$ cat config.mk
export PLATFORM = sky130hd
export DESIGN_NAME = earliest_free_server_dispatch
export DESIGN_NICKNAME = d
export VERILOG_FILES = /design/src/efsd_pkg.sv /design/src/efsd_ctl.sv /design/src/efsd_dp.sv /design/src/earliest_free_server_dispatch.sv
export VERILOG_INCLUDE_DIRS = /design/src /design/src/src
export SDC_FILE = /design/constraint.sdc
export NUM_CORES = 1
export LEC_CHECK = 0
export BUFFER_PORTS_ARGS = -buffer_cell sky130_fd_sc_hd__buf_2
export CORE_MARGIN = 3
export CORE_UTILIZATION = 50
export DETAILED_ROUTE_END_ITERATION = 8
export GPL_ROUTABILITY_DRIVEN = 0
export GPL_TIMING_DRIVEN = 0
export PLACE_DENSITY = 0.69
export SETUP_SLACK_MARGIN = 0.15
export SLEW_MARGIN = 20
export SYNTH_ARGS = -nofsm -noshare
export SYNTH_HDL_FRONTEND = slang
export SYNTH_SLANG_ARGS = --single-unit
$ cat constraint.sdc
create_clock -name i_clk -period 12.35 [get_ports i_clk]
set_input_delay 0.6175 -clock i_clk [delete_from_list [all_inputs] [get_ports i_clk]]
set_output_delay 0.6175 -clock i_clk [all_outputs]
set_load 0.05 [all_outputs]
$ cat src/earliest_free_server_dispatch_defines.svh
// Assertion macros for the earliest-free-server dispatch block
`ifndef EARLIEST_FREE_SERVER_DISPATCH_DEFINES_SVH
`define EARLIEST_FREE_SERVER_DISPATCH_DEFINES_SVH

// Same-cycle implication, masked while reset is asserted
`define EFSD_ASSERT_IMP(label, ante, cons) \
    label: assert property (@(posedge i_clk) disable iff (!i_rst_n) (ante) |-> (cons)) \
        else $error("efsd: same-cycle check failed");

// Next-cycle implication, masked while reset is asserted
`define EFSD_ASSERT_NEXT(label, ante, cons) \
    label: assert property (@(posedge i_clk) disable iff (!i_rst_n) (ante) |=> (cons)) \
        else $error("efsd: next-cycle check failed");

// Check on the cycle after reset is sampled low
`define EFSD_ASSERT_RST(label, cons) \
    label: assert property (@(posedge i_clk) (!i_rst_n) |=> (cons)) \
        else $error("efsd: post-reset check failed");

`endif

$ cat src/efsd_pkg.sv
// Shared constants, command/status types and helpers for the dispatch block
`timescale 1ns / 1ps
`default_nettype none

package efsd_pkg;

    localparam int MAX_SERVERS = 16;
    localparam int IDX_W       = (MAX_SERVERS > 1) ? $clog2(MAX_SERVERS) : 1;
    localparam int CNT_W       = $clog2(MAX_SERVERS + 1);
    localparam int DUR_W       = 16;
    localparam int SRV_W       = 5;
    localparam int CFG_W       = 5;
    localparam logic [CFG_W-1:0] CFG_RESET = CFG_W'(16);

    // Controller to datapath
    typedef struct packed {
        logic fill;        // place job directly on the next unfilled server
        logic scan_start;  // capture job and set up a scan pass
        logic scan;        // scan pass active
        logic finish;      // commit pick and pending subtraction
        logic load_out;    // move result into the output register
    } t_cmd;

    // Datapath to controller
    typedef struct packed {
        logic fill_phase;
        logic scan_done;
        logic out_free;
    } t_status;

    // Clamp the register value to 1..MAX_SERVERS
    function automatic logic [CNT_W-1:0] eff_servers(input logic [CFG_W-1:0] cfg);
        if (cfg == '0) begin
            return CNT_W'(1);
        end else if (int'(cfg) > MAX_SERVERS) begin
            return CNT_W'(MAX_SERVERS);
        end else begin
            return CNT_W'(cfg);
        end
    endfunction

endpackage

`default_nettype wire

$ cat src/efsd_ctl.sv
// Controller state machine for the dispatch block
`timescale 1ns / 1ps
`default_nettype none

module efsd_ctl (
    input  wire logic             i_clk,
    input  wire logic             i_rst_n,
    input  wire logic             i_valid,
    input  wire efsd_pkg::t_status i_status,
    output logic                  o_stall,
    output efsd_pkg::t_cmd        o_cmd
);
    import efsd_pkg::*;

    localparam logic [1:0] ST_IDLE = 2'd0;
    localparam logic [1:0] ST_SCAN = 2'd1;
    localparam logic [1:0] ST_FIN  = 2'd2;
    localparam logic [1:0] ST_DONE = 2'd3;

    logic [1:0] r_state;
    logic [1:0] n_state;

    always_ff @(posedge i_clk) begin
        if (!i_rst_n) begin
            r_state <= ST_IDLE;
        end else begin
            r_state <= n_state;
        end
    end

    always_comb begin
        n_state = r_state;
        o_cmd   = '0;
        unique case (r_state)
            ST_IDLE: begin
                if (i_valid) begin
                    if (i_status.fill_phase) begin
                        o_cmd.fill = 1'b1;
                        n_state    = ST_DONE;
                    end else begin
                        o_cmd.scan_start = 1'b1;
                        n_state          = ST_SCAN;
                    end
                end
            end
            ST_SCAN: begin
                o_cmd.scan = 1'b1;
                if (i_status.scan_done) begin
                    n_state = ST_FIN;
                end
            end
            ST_FIN: begin
                o_cmd.finish = 1'b1;
                n_state      = ST_DONE;
            end
            ST_DONE: begin
                // hold the result until the output register frees up
                if (i_status.out_free) begin
                    o_cmd.load_out = 1'b1;
                    n_state        = ST_IDLE;
                end
            end
            default: begin
                n_state = ST_IDLE;
            end
        endcase
    end

    assign o_stall = (r_state != ST_IDLE);

endmodule

`default_nettype wire

$ cat src/efsd_dp.sv
// Datapath: remaining-work memory, scan pipeline, minimum tracker, output register
`timescale 1ns / 1ps
`default_nettype none

module efsd_dp (
    input  wire logic                          i_clk,
    input  wire logic                          i_rst_n,
    input  wire logic                          i_cfg_we,
    input  wire logic [efsd_pkg::CFG_W-1:0]    i_cfg_data,
    input  wire logic [efsd_pkg::DUR_W-1:0]    i_job_duration,
    input  wire logic                          i_stall,
    input  wire efsd_pkg::t_cmd                i_cmd,
    output efsd_pkg::t_status                  o_status,
    output logic                               o_valid,
    output logic [efsd_pkg::SRV_W-1:0]         o_server_number
);
    import efsd_pkg::*;

    // Remaining work per server; entries are meaningful only once written
    logic [DUR_W-1:0] r_mem [MAX_SERVERS];

    logic [CFG_W-1:0] r_cfg;
    logic [CNT_W-1:0] r_jobs_seen;
    logic [CNT_W-1:0] n_eff;

    logic [DUR_W-1:0] r_dur;
    logic [CNT_W-1:0] r_n;
    logic [CNT_W-1:0] r_m;
    logic [CNT_W-1:0] r_rd_k;
    logic             r_dv;
    logic [IDX_W-1:0] r_dv_idx;
    logic [DUR_W-1:0] r_mem_q;
    logic [DUR_W-1:0] r_min;
    logic [IDX_W-1:0] r_pick;

    // Subtraction left over from the previous dispatch, applied lazily on the next scan
    logic [CNT_W-1:0] r_pend_n;
    logic [DUR_W-1:0] r_pend_least;
    logic [IDX_W-1:0] r_pend_pick;

    logic [SRV_W-1:0] r_result;
    logic             r_o_valid;
    logic [SRV_W-1:0] r_o_srv;

    logic             rd_en;
    logic [DUR_W-1:0] adj;
    logic             mem_we;
    logic [IDX_W-1:0] mem_waddr;
    logic [DUR_W-1:0] mem_wdata;
    logic             out_free;

    assign n_eff    = eff_servers(r_cfg);
    assign rd_en    = i_cmd.scan && (r_rd_k < r_m);
    assign out_free = !r_o_valid || !i_stall;

    always_comb begin
        if ((CNT_W'(r_dv_idx) < r_pend_n) && (r_dv_idx != r_pend_pick)) begin
            adj = r_mem_q - r_pend_least;
        end else begin
            adj = r_mem_q;
        end
    end

    // Single write port: fill, scan write-back and finish never overlap
    always_comb begin
        mem_we    = 1'b0;
        mem_waddr = r_dv_idx;
        mem_wdata = adj;
        if (i_cmd.fill) begin
            mem_we    = 1'b1;
            mem_waddr = r_jobs_seen[IDX_W-1:0];
            mem_wdata = i_job_duration;
        end else if (i_cmd.finish) begin
            mem_we    = 1'b1;
            mem_waddr = r_pick;
            mem_wdata = r_dur;
        end else if (i_cmd.scan && r_dv) begin
            mem_we = 1'b1;
        end
    end

    always_ff @(posedge i_clk) begin
        if (mem_we) begin
            r_mem[mem_waddr] <= mem_wdata;
        end
        if (rd_en) begin
            r_mem_q <= r_mem[r_rd_k[IDX_W-1:0]];
        end
    end

    // Control registers
    always_ff @(posedge i_clk) begin
        if (!i_rst_n) begin
            r_cfg       <= CFG_RESET;
            r_jobs_seen <= '0;
            r_pend_n    <= '0;
            r_dv        <= 1'b0;
            r_rd_k      <= '0;
            r_o_valid   <= 1'b0;
        end else begin
            if (i_cfg_we) begin
                r_cfg <= i_cfg_data;
            end
            if (i_cmd.fill) begin
                r_jobs_seen <= r_jobs_seen + CNT_W'(1);
            end
            if (i_cmd.scan_start) begin
                r_rd_k <= '0;
                r_dv   <= 1'b0;
            end else if (i_cmd.scan) begin
                r_dv <= rd_en;
                if (rd_en) begin
                    r_rd_k <= r_rd_k + CNT_W'(1);
                end
            end else begin
                r_dv <= 1'b0;
            end
            if (i_cmd.finish) begin
                r_pend_n <= r_n;
            end
            if (i_cmd.load_out) begin
                r_o_valid <= 1'b1;
            end else if (r_o_valid && !i_stall) begin
                r_o_valid <= 1'b0;
            end
        end
    end

    // Payload registers
    always_ff @(posedge i_clk) begin
        if (i_cmd.scan_start) begin
            r_dur <= i_job_duration;
            r_n   <= n_eff;
            r_m   <= (n_eff > r_pend_n) ? n_eff : r_pend_n;
        end
        if (i_cmd.scan && rd_en) begin
            r_dv_idx <= r_rd_k[IDX_W-1:0];
        end
        // track the least remaining work among the servers in use, lowest index on a tie
        if (i_cmd.scan && r_dv && (CNT_W'(r_dv_idx) < r_n)) begin
            if ((r_dv_idx == '0) || (adj < r_min)) begin
                r_min  <= adj;
                r_pick <= r_dv_idx;
            end
        end
        if (i_cmd.fill) begin
            r_result <= SRV_W'(r_jobs_seen + CNT_W'(1));
        end
        if (i_cmd.finish) begin
            r_pend_least <= r_min;
            r_pend_pick  <= r_pick;
            r_result     <= SRV_W'(CNT_W'(r_pick) + CNT_W'(1));
        end
        if (i_cmd.load_out) begin
            r_o_srv <= r_result;
        end
    end

    assign o_status.fill_phase = (r_jobs_seen < n_eff);
    assign o_status.scan_done  = r_dv && (CNT_W'(r_dv_idx) == (r_m - CNT_W'(1)));
    assign o_status.out_free   = out_free;

    assign o_valid         = r_o_valid;
    assign o_server_number = r_o_srv;

endmodule

`default_nettype wire

$ cat src/earliest_free_server_dispatch.sv
// Earliest-free-server dispatch: top level
//
// Input channel: i_valid / o_stall with i_job_duration (16-bit unsigned).
// A transaction is taken at a clock edge with i_valid high and o_stall low.
// Output channel: o_valid / i_stall with o_server_number (1..16).
// Configuration: i_cfg_we writes i_cfg_data into the server count; write
// only while no job is in flight. A count of 0 acts as 1, above 16 as 16.
// Jobs are handled one at a time. While servers are still being filled a
// job is placed directly on the next unfilled server. Otherwise the
// block scans the remaining-work memory one entry per cycle through its
// single read port, covering M entries, where M is the larger of the
// current server count and the count at the previous scan. The result
// is then loaded into the output register, and the next job can be
// taken in the cycle after the load.
// Reset clears the job counter, the pending subtraction and the output
// valid, and sets the server count to 16. While the receiver stalls, the
// result is held and a finished job waits until the register frees up.
`timescale 1ns / 1ps
`default_nettype none
`include "earliest_free_server_dispatch_defines.svh"

module earliest_free_server_dispatch (
    input  wire logic                          i_clk,
    input  wire logic                          i_rst_n,
    input  wire logic                          i_cfg_we,
    input  wire logic [efsd_pkg::CFG_W-1:0]    i_cfg_data,
    input  wire logic                          i_valid,
    output logic                               o_stall,
    input  wire logic [efsd_pkg::DUR_W-1:0]    i_job_duration,
    output logic                               o_valid,
    input  wire logic                          i_stall,
    output logic [efsd_pkg::SRV_W-1:0]         o_server_number
);
    import efsd_pkg::*;

    t_cmd    cmd;
    t_status status;

    efsd_ctl u_ctl (
        .i_clk    (i_clk),
        .i_rst_n  (i_rst_n),
        .i_valid  (i_valid),
        .i_status (status),
        .o_stall  (o_stall),
        .o_cmd    (cmd)
    );

    efsd_dp u_dp (
        .i_clk           (i_clk),
        .i_rst_n         (i_rst_n),
        .i_cfg_we        (i_cfg_we),
        .i_cfg_data      (i_cfg_data),
        .i_job_duration  (i_job_duration),
        .i_stall         (i_stall),
        .i_cmd           (cmd),
        .o_status        (status),
        .o_valid         (o_valid),
        .o_server_number (o_server_number)
    );

    `EFSD_ASSERT_NEXT(a_busy_after_accept, i_valid && !o_stall, o_stall)
    `EFSD_ASSERT_IMP(a_srv_range, o_valid, (o_server_number - SRV_W'(1)) < SRV_W'(MAX_SERVERS))
    `EFSD_ASSERT_RST(a_idle_after_reset, !o_stall && !o_valid)

endmodule

`default_nettype wire
==> run metrics, run 1 <==
largest fanout on the critical path=11; Most common cell on crit path=ha_1; PD cells=249 nW/um^2; drt via density=5.80; # resized after CTS=0; Post-synth EDFFs=352; setup repair bufs after CTS=0; std cell rows=65; WHS Path Cells=1; startpoint class of the critical path=flop; most frequent cells after synthesis=edfxtp_1 (352), mux4_2 (80), nor2_1 (71); Mapped Cells=980; WS Path Type=reg2reg; arrival time at the worst endpoint=5230 ps; Setup crit end kind=flop; Num CTS Buffers=39; Die H=186 um; P&R area growth vs syn=14.1%; Initial DRT Pass Iterations=5; CP delay by family, top=compound AO/OA/AOI/OAI gates; sequential fraction of the synthesis area=68.1%; H-Tree Depth=2; hold buffer count at CTS=0; initial antenna violation count=0; Setup-failing EPs final=0; Buf/Inv on CP=1; Slew Viols, Final=0; final hold viol count=0; DR top layer=met4; Total GRT Usage=20.6%; fin crit period=5000 ps; Top FF cell, synth=edfxtp_1; Final Non-Filler Cells=1538; Setup TNS=0 ps; Root Driver=clkbuf_16; DR iter-0 viols=798; GRT overflow=0; syn avg cell area=16.6 sq um; most frequent cell after synthesis=edfxtp_1; CTS Buffer Depth=3; first-pass GRT wire length=52800 um; antenna violation net count after detailed routing=0; clk sink count=376; num ports=33; slew margin rel.=30.0%; HPWL Detailed=24000 um; Placed Instances=1467; vias in the first global route=8673; area leader, netlist=edfxtp_1; largest net degree at the start of global routing=22; Yosys top cell area share=65.1%; share of cells above drive strength 1=21.0%; I/O Buffers=31; worst r2r path cells=17; die area=34600 sq um; drt total wl=34900 um; core region area=31800 sq um; crit path cell chain=ha_1, fa_1, nand2b_1, a21oi_1, o21ai_1, a211oi_1, a41o_1, nor2_1, xnor2_1, mux2_2, ha_1, nand4_1, nor3_1, o21ai_0, o2111ai_1, a311oi_4, buf_8; Netlist cell types=50; slowest stage cell, crit path=a311oi_4; Initial Utilization=51.0%; DIE WIDTH=186 um; RSZ-0062 raised after global routing=no; met1 wire length=14800 um; CTS tree=yes; Avg WL per Cell=22.7 um; Worst Path Required=12580 ps; FMAX=0.200 GHz; max-cap violations=0; number of synthesized register bits=376; Synth area leaders=edfxtp_1 (65%), mux4_2 (11%), ha_1 (4.5%), dfxtp_1 (3.0%), nor2_1 (1.6%); final layout net count=1158; DR WL met3=2360 um; ys async rst share=0%; via count=8919; status=complete, no violations; Setup Skew=8.98 ps; worst slew pin tran=1040 ps; Ys Warns=0; synthesized cell area=16200 sq um; Worst path depth=17; Final Cycle Share=40.5%; ant diodes=0; worst min path class=in2reg; Clock Latency Late Sink=520 ps; Clock transition at path regs=60 ps; Worst VDD drop=142 uV; drt drc=0; critical path's largest stage delay=740 ps; Leak=6.34 nW; routed wl met2=16800 um; Syn Nets=1065
==> sequential cells by signal (all words and copies together) (netlist names), 16 cells and up <==
register           cells
u_dp.r_mem_q          16
u_dp.r_mem           256
u_dp.r_pend_least     16
u_dp.r_min            16
u_dp.r_dur            16
==> placed cells by master (no fill, tap or decap), drive strengths merged, types with 7 or more instances in the layout <==
master / n
a211oi: 7
a21o: 13
a21oi: 26
a31oi: 12
buf: 62
clkbuf: 79
clkinv: 13
dfxtp: 24
edfxtp: 352
ha: 58
inv: 62
mux2: 11
mux2i: 26
mux4: 80
nand2: 38
nand2b: 10
nand3: 10
nand4: 8
nor2: 71
nor2b: 9
nor3: 10
o21ai: 43
xnor2: 19
xor2: 13
==> metrics by stage <==
stage	cell area [sq um]	hold slack [ps]	util, %	total power [mW]	setup WS, ps
2_1_floorplan	16200	400	-	2.98	7290
3_3_place_gp	16900	403	53.2	3.40	5430
3_5_place_dp	17300	405	54.4	3.53	7220
4_1_cts	18500	269	58.2	4.64	7210
5_1_grt	18500	267	58.2	4.86	7070
6_report	18500	292	58.2	4.61	7350
==> worst register-to-register path: stages (launching register included) <==
cell and delay [ps]:
edfxtp_1 360, ha_1 240, fa_1 450, nand2b_1 190, a21oi_1 200, o21ai_1 120
a211oi_1 370, a41o_1 290, nor2_1 70, xnor2_1 120, mux2_2 280, ha_1 310
nand4_1 90, nor3_1 100, o21ai_0 230, o2111ai_1 300, a311oi_4 740, buf_8 240
==> cell families (layout without fill, tap and decap cells) <==
kind of cell	count (synthesis)	after routing	synth area share, %
muxes	117	117	13.5
adders and majority gates	59	59	4.60
buffers and inverters	97	220	2.29
AOI/OAI and AO/OA	125	125	4.80
and+or+nand+nor	174	174	4.96
xor gates and xnor gates	32	32	1.77
DFF	376	376	68.1
==> metal layers <==
metal / global-route usage (%) / vias up
met3: 3.42 / 57
met4: 5.99 / 0
li1: - / 4009
met1: 29.5 / 4547
met2: 33.1 / 306
met5: 0 / -
==> worst paths after layout <==
| kind | startpoint | end | slack, ps |
|---|---|---|---|
| worst max register to register | u_dp.r_pend_least[0] | u_dp.r_min[7] | 7350 |
| worst min-delay path | i_job_duration[6] | u_dp.r_dur[6] | 290 |
| worst max-delay path | u_dp.r_pend_least[0] | u_dp.r_min[7] | 7350 |
| worst min register to register | u_dp.r_result[0] | u_dp.o_server_number[0] | 410 |
==> cell type report <==
| class | instances | area (sq um) |
|---|---|---|
| fillers | 2377 | 13300 |
| flip-flops and latches | 376 | 11100 |
| multi-input cells | 507 | 4930 |
| clock buffers | 53 | 1050 |
| well taps | 435 | 544 |
| repair buffers | 52 | 413 |
| inverters | 61 | 229 |
| clock inverters | 18 | 160 |
| plain buffers | 36 | 145 |
==> power by group <==
part / leakage [nW] / internal, mW / switching (mW)
Clock: 0.582 / 0.642 / 0.465
Sequential: 3.39 / 1.88 / 0.0711
Combinational: 2.36 / 0.587 / 0.971
Total: 6.34 / 3.10 / 1.51
No activity file was read; power rests on OpenSTA's default activity.
==> run 2, diff against run 1 <==
Settings changed: PLACE_DENSITY 0.69 to 0.71.
Clock period 12.35 ns to 4.5 ns, I/O delays scaled along.
==> run 2 against run 1 <==
  * Total power rose to 2.8 times the previous value
  * Critical path type unchanged
  * Clock-buffer cell count decreased by 5
  * Die area stayed put
  * Via count is 1.8% higher
  * Clock power grew to 2.7 times the previous value
  * Largest cell class unchanged
==> run metrics, run 2 (same netlist as run 1, synthesis figures left out) <==
Root Driver=clkbuf_16 (unchanged); FMAX=0.232 GHz (was 0.200 GHz); arrival time at the worst endpoint=4560 ps (was 5230 ps); worst r2r dst=u_dp.r_pick[0] (was u_dp.r_min[7]); max reg flops=256 (unchanged); commonest non-fill, non-tap cell in the layout=edfxtp_1 (unchanged); Setup Skew=18.3 ps (was 8.98 ps); Num CTS Buffers=39 (unchanged); Setup-failing EPs final=0 (unchanged); slew margin rel.=26.4% (was 30.0%); Worst Path Required=4740 ps (was 12580 ps); DR iter-0 viols=823 (was 798); largest net degree at the start of global routing=23 (was 22); pre-CTS WS=-737 ps (was 7220 ps); I/O Buffers=31 (unchanged); Initial DRT Pass Iterations=5 (unchanged); reg2reg setup slack=180 ps (was 7350 ps); Final Cycle Share=96.0% (was 40.5%); Most common cell on crit path=ha_4 (was ha_1); Final Non-Filler Cells=1580 (was 1538); WHS Path Cells=3 (was 1); final layout net count=1202 (was 1158); PD cells=679 nW/um^2 (was 249 nW/um^2); WS Path Type=reg2reg (unchanged); P&R area growth vs syn=17.3% (was 14.1%); HPWL Detailed=24400 um (was 24000 um); Initial Utilization=51.0% (unchanged); Final Total Pwr=12.9 mW (was 4.61 mW); RSZ-0062 raised after global routing=yes (was no); num ports=33 (unchanged); Die H=186 um (unchanged); vias in the first global route=8955 (was 8673); Clock transition at path regs=60 ps (about the same); fin crit period=4320 ps (was 5000 ps); post-route setup slack=181 ps (was 7350 ps); antenna violation net count after detailed routing=0 (unchanged); critical path's largest stage delay=520 ps (was 740 ps); Setup crit end kind=flop (unchanged); initial antenna violation count=1 (was 0); worst min path class=in2reg (unchanged); clk sink count=376 (unchanged); Clock Latency Late Sink=530 ps (was 520 ps); std cell rows=65 (unchanged); H-Tree Depth=2 (unchanged); Leak=6.56 nW (was 6.34 nW); startpoint class of the critical path=flop (unchanged); Buf/Inv on CP=1 (unchanged); worst r2r path cells=15 (was 17); share of cells above drive strength 1=23.3% (was 21.0%); drt total wl=36200 um (was 34900 um); CTS tree=yes (unchanged); worst slew pin tran=1100 ps (was 1040 ps); Hold Path End=u_dp.r_cfg[3] (was u_dp.r_dur[6]); core region area=31800 sq um (unchanged); commonest cells after routing, fill and taps aside=edfxtp_1 (352), mux4_2 (80), inv_1 (61) (unchanged); CTS Buffer Depth=3 (unchanged); reg2reg start=u_dp.r_mem_q[1] (was u_dp.r_pend_least[0]); Hold Slack=135 ps (was 292 ps); die area=34600 sq um (unchanged); min-delay src=i_cfg_we (was i_job_duration[6]); Slew Viols, Final=0 (unchanged); Total GRT Usage=21.1% (was 20.6%); ant diodes=0 (unchanged); Placed Instances=1472 (was 1467); most flop-heavy register=u_dp.r_mem (unchanged); drt drc=0 (unchanged); Worst VDD drop=378 uV (was 142 uV); largest fanout on the critical path=7 (was 11); first-pass GRT wire length=54100 um (was 52800 um); drt via density=5.75 (was 5.80); final hold viol count=0 (unchanged); DIE WIDTH=186 um (unchanged); final core utilization=59.8% (was 58.2%); fillcell total=2299 (was 2377); crit path cell chain=ha_4, nand2b_4, a211o_1, a211oi_2, o22ai_2, and3_1, or4_4, xnor2_4, ha_4, nand4_1, nor3_4, o21ai_4, o2111ai_4, a311oi_4, buf_6 (was ha_1, fa_1, nand2b_1, a21oi_1, o21ai_1, a211oi_1, a41o_1, nor2_1, xnor2_1, mux2_2, ha_1, nand4_1, nor3_1, o21ai_0, o2111ai_1, a311oi_4, buf_8); Avg WL per Cell=22.9 um (was 22.7 um); max-cap violations=0 (unchanged); CP delay by family, top=compound AO/OA/AOI/OAI gates (unchanged); via count=9080 (was 8919); slowest stage cell, crit path=or4_4 (was a311oi_4); GRT overflow=0 (unchanged); Worst path depth=15 (was 17); status=complete, no violations (unchanged)
-- run 2: changes by cell type in the layout (fill, tap and decap cells not counted), sizes merged --
cell | previous run | this run
clkinvlp | 2 | 0
clkinv | 13 | 18
buf | 62 | 80
clkbuf | 79 | 76
dlygate4sd3 | 0 | 24
-- run 2: tightest hold or removal path: stages --
cell,delay [ps]
clkbuf_1,180
mux2i_1,160
nor2_1,70
-- run 2: final cells by class --
type / count / area (sq um) / area share [%]
Timing Repair Buffer: 96 / 830 / 4.36
Clock buffer: 48 / 1010 / 5.31
Multi-Input combinational cell: 507 / 5030 / 26.4
Buffer: 36 / 149 / 0.783
Tap cell: 435 / 544 / 2.86
Clock inverter: 21 / 185 / 0.973
Sequential cell: 376 / 11100 / 58.1
Inverter: 61 / 229 / 1.20
-- run 2: per-layer routing --
metal / GRT usage [%] / share of wire [%] / vias to the layer above
met5: 0 / 0 / -
met4: 4.62 / 1.7 / 0
met3: 4.14 / 6.9 / 55
met2: 34.7 / 49 / 338
met1: 29.7 / 43 / 4589
li1: - / - / 4098
-- run 2: worst max path at each step --
stage	startpoint	to	slack (ps)
2_1_floorplan	u_dp.r_pend_least[0]	u_dp.r_min[0]	320
3_3_place_gp	u_dp.r_dv_idx[1]	u_dp.r_min[8]	-950
3_5_place_dp	u_dp.r_dv_idx[1]	u_dp.r_min[9]	-740
4_1_cts	u_dp.r_dv_idx[1]	u_dp.r_pick[0]	170
5_1_grt	u_dp.r_mem_q[1]	u_dp.r_min[14]	60
6_report	u_dp.r_mem_q[1]	u_dp.r_pick[0]	180
-- run 2: repair_timing --
action / in CTS / in global routing
hold endpoints to repair: 23 / 0
gates cloned: 0 / 1
pin swaps: 1 / 14
hold buffers: 24 / 0
resized for setup: 8 / 18
endpoints found under the setup margin: 20 / 20
buffers inserted: 3 / 11
-- run 2: through the flow --
stage / TNS (ps) / cell area [sq um]
5_1_grt: 0 / 19000
4_1_cts: 0 / 18800
6_report: 0 / 19000
3_5_place_dp: -12870 / 17300
2_1_floorplan: 0 / 16200
3_3_place_gp: -63010 / 16900
-- run 2: power breakdown --
group / leakage (nW) / switching, mW / internal (mW) / total, mW
clock network: 0.585 / 1.29 / 1.72 / 3.02
registers: 3.39 / 0.197 / 5.15 / 5.34
logic: 2.58 / 2.79 / 1.77 / 4.56
